`src/rtl/fahq_ram.sv`:
```
// Generic single-port-write, single-read RAM with registered read data.
module fahq_ram #(
    parameter int WIDTH = 8,
    parameter int DEPTH = 16
) (
    input  logic                     aclk,
    input  logic                     we,
    input  logic [$clog2(DEPTH)-1:0] waddr,
    input  logic [WIDTH-1:0]         wdata,
    input  logic [$clog2(DEPTH)-1:0] raddr,
    output logic [WIDTH-1:0]         rdata
);
    logic [WIDTH-1:0] mem [DEPTH];

    always_ff @(posedge aclk) begin
        if (we) begin
            mem[waddr] <= wdata;
        end
        rdata <= mem[raddr];
    end
endmodule

```
`config.mk`:
```
export PLATFORM = sky130hd
export DESIGN_NAME = fahq_ram
export DESIGN_NICKNAME = d
export VERILOG_FILES = /design/src/rtl/fahq_ram.sv
export SDC_FILE = /design/constraint.sdc
export NUM_CORES = 1
export LEC_CHECK = 0
export BUFFER_PORTS_ARGS = -buffer_cell sky130_fd_sc_hd__buf_2
export CAP_MARGIN = 5
export CELL_PAD_IN_SITES_DETAIL_PLACEMENT = 1
export CELL_PAD_IN_SITES_GLOBAL_PLACEMENT = 1
export CORE_MARGIN = 5
export CORE_UTILIZATION = 48
export CTS_CLUSTER_DIAMETER = 150
export DETAILED_ROUTE_END_ITERATION = 10
export GPL_ROUTABILITY_DRIVEN = 0
export PLACE_DENSITY_LB_ADDON = 0.1
export SYNTH_ARGS = -nofsm -noshare
export SYNTH_HDL_FRONTEND = slang
export SYNTH_SLANG_ARGS = --single-unit
```
`constraint.sdc`:
```
create_clock -name aclk -period 1.7 [get_ports aclk]
set_input_delay 0.085 -clock aclk [delete_from_list [all_inputs] [get_ports aclk]]
set_output_delay 0.085 -clock aclk [all_outputs]
set_load 0.05 [all_outputs]
```
==> impl_metrics.tcl <==
set metrics [dict create \
    hold_path_class "in2reg" \
    synthTopCellsByCount "edfxtp_1 (128), mux4_2 (18), a22oi_1 (16)" \
    path_class "reg2reg" \
    syn_nets 247 \
    final.setup.tns_ns 0 \
    status "complete, no violations" \
    num-nets-final 313 \
    viasPerCell 5.64 \
    area_growth_pct 21.9 \
    start_util_pct 49.6 \
    avgRoutedWirePerCell_um 24.8 \
    startpoint "mem[10][4]" \
    ios 26 \
    endpoint_kind "flop" \
    die_y_um 114 \
    holdWs_ns 0.155 \
    rsz0062_at_grt "false" \
    grt_pass1_vias 2728 \
    cts_root_buffer "clkbuf_8" \
    leakage_nw 2.17 \
    cp.required_ns 2.06 \
    synth.area.top_cells "edfxtp_1 (75%), mux4_2 (7.9%), mux4_1 (7.1%)" \
    min_from "waddr[0]" \
    peakVddDrop_v 0.000734 \
    insertion_delay_ns 0.51 \
    syn_area_um2 5150 \
    vias 2504 \
    grt_pass1_wl_um 16900 \
    drtPass1Iterations 4 \
    top_usage_layer "met2" \
    slew_headroom_pct 71.1 \
    setup_violations 0 \
    antennaDiodeCount 0 \
    cts_resized 0 \
    antenna_left 0 \
    fp.dieW_um 114 \
    wirelength_um 11000 \
    overflow 0 \
    grt_use_met3_pct 3.13 \
    period_needed_ns 1.42 \
    dpl_cell_area_um2 5570 \
    hold_viol_final 0 \
    io_buffers 25 \
    clock_sinks 136 \
    ys_seq_elements 136 \
    postCtsSetupRepairBufs 0 \
    hpwl_um 6750 \
    max_stage_delay_ns 0.50 \
    htreeDepth 4 \
    worst_pin_slew_ns 0.433 \
    yosysTopAreaCellShare_pct 74.7 \
    core_area_um2 10400 \
    use_met1_pct 25.1 \
    synth_cell_type_count 19 \
    rows 37 \
    layout-drive-gt1-share_pct 31.5 \
    fin_area_um2 6280 \
    syn_inst 229 \
    clk_pin_slew_ns 0.06 \
    drv_cap 0 \
    fill_cells 893 \
    cp_slowest_cell "mux4_1" \
    reg2reg_from "mem[10][4]" \
    yosysSeqAreaShare_pct 77.8 \
    grtUsageMet2_pct 30.5 \
    cts_buffers 17 \
    synthFlopType "edfxtp_1" \
    worst_ep_arrival_time_ns 1.79 \
    synth_edf_count 128 \
    cts_tree "built" \
    cp_max_fo 1 \
    drt_iter0_markers 187 \
    period_share_pct 83.7 \
    cts_hold_buf 8 \
    yosys.area.top_type "edfxtp_1" \
    yosys_warnings 0 \
    grt_max_degree 33 \
    power_density_nw_per_um2 1280 \
    max_freq_mhz 703 \
    antenna_found_initial 0 \
    yosysMostFrequentCell "edfxtp_1" \
    slew_viol_final 0 \
    ys_async_sr_fraction_pct 0 \
    cts_buffer_depth 2 \
    worst_setup_path_start_kind "flop" \
    drcViolationCount 0 \
    die_area_um2 12900 \
    grt_usage_pct 18.7 \
    path_cells "mux4_1 > a22oi_1 > nand2_1" \
    skew_ns 0.00728 \
    syn_area_per_cell_um2 22.5 \
]
-- sequential cells by signal, summed over array words and instances, names as in the netlist --
| register | flops |
|---|---|
| rdata | 8 |
| mem | 128 |
-- critical path, delay by kind of cell (launching register included) --
family | cells | cell delay, ns
DFF | 1 | 0.36
muxes | 1 | 0.50
and+or+nand+nor | 1 | 0.15
AOI/OAI and AO/OA | 1 | 0.27
-- layer usage --
layer	vias up	share of wire [%]
li1	1104	-
met1	1340	46
met2	50	50
met3	10	3.5
met4	0	1.1
met5	-	0
-- kinds of logic after synthesis --
family                 after synthesis  share of synthesized area [%]
AO/OA/AOI/OAI                       16                           2.33
buffers and inverters               10                           1.68
flip-flops                         136                           77.8
multiplexers                        32                           15.0
AND/OR/NAND/NOR                     35                           3.18
-- placed cells by master, fill, tap and decap left out, drive strengths merged --
cell type	count
dlygate4sd3	8
nand2	9
clkbuf	24
bufinv	4
or3b	1
and2	1
nand3b	2
nor2b	1
clkinvlp	1
nand2b	2
nor3	4
mux4	32
nand3	1
edfxtp	128
buf	49
clkinv	3
and2b	1
a22oi	16
nor2	13
dfxtp	8
-- final timing paths --
check / endpoint / slack [ns] / depth (start not counted)
setup / recovery: rdata[4] / 0.28 / 3
hold / removal: mem[8][3] / 0.15 / 3
hold reg to reg: rdata[3] / 0.68 / 3
setup reg to reg: rdata[4] / 0.28 / 3
-- metrics by stage --
stage	utilization [%]	setup slack, ns	power (W)	instances
after detailed placement	53.8	0.0539	0.00429	404
after CTS	60.5	0.272	0.00812	444
final	60.5	0.277	0.00804	444
after global routing	60.5	0.211	0.00833	444
after floorplan	-	0.122	0.00410	229
after global placement	53.8	0.100	0.00428	404
-- layout make-up --
cell class / instances / area [um^2] / area share [%]
clock buffer: 24 / 480 / 7.65
clock inverter: 8 / 143 / 2.27
multi-input combinational: 83 / 1060 / 16.8
sequential: 136 / 4000 / 63.8
tap: 136 / 170 / 2.71
timing repair buffer: 57 / 423 / 6.74
-- where the power goes --
group / internal (W) / switching (W)
Combinational: 0.000174 / 0.000281
Clock: 0.00253 / 0.00128
Sequential: 0.00375 / 0.0000240
Total: 0.00646 / 0.00158
No activity file was read; power rests on OpenSTA's default activity.
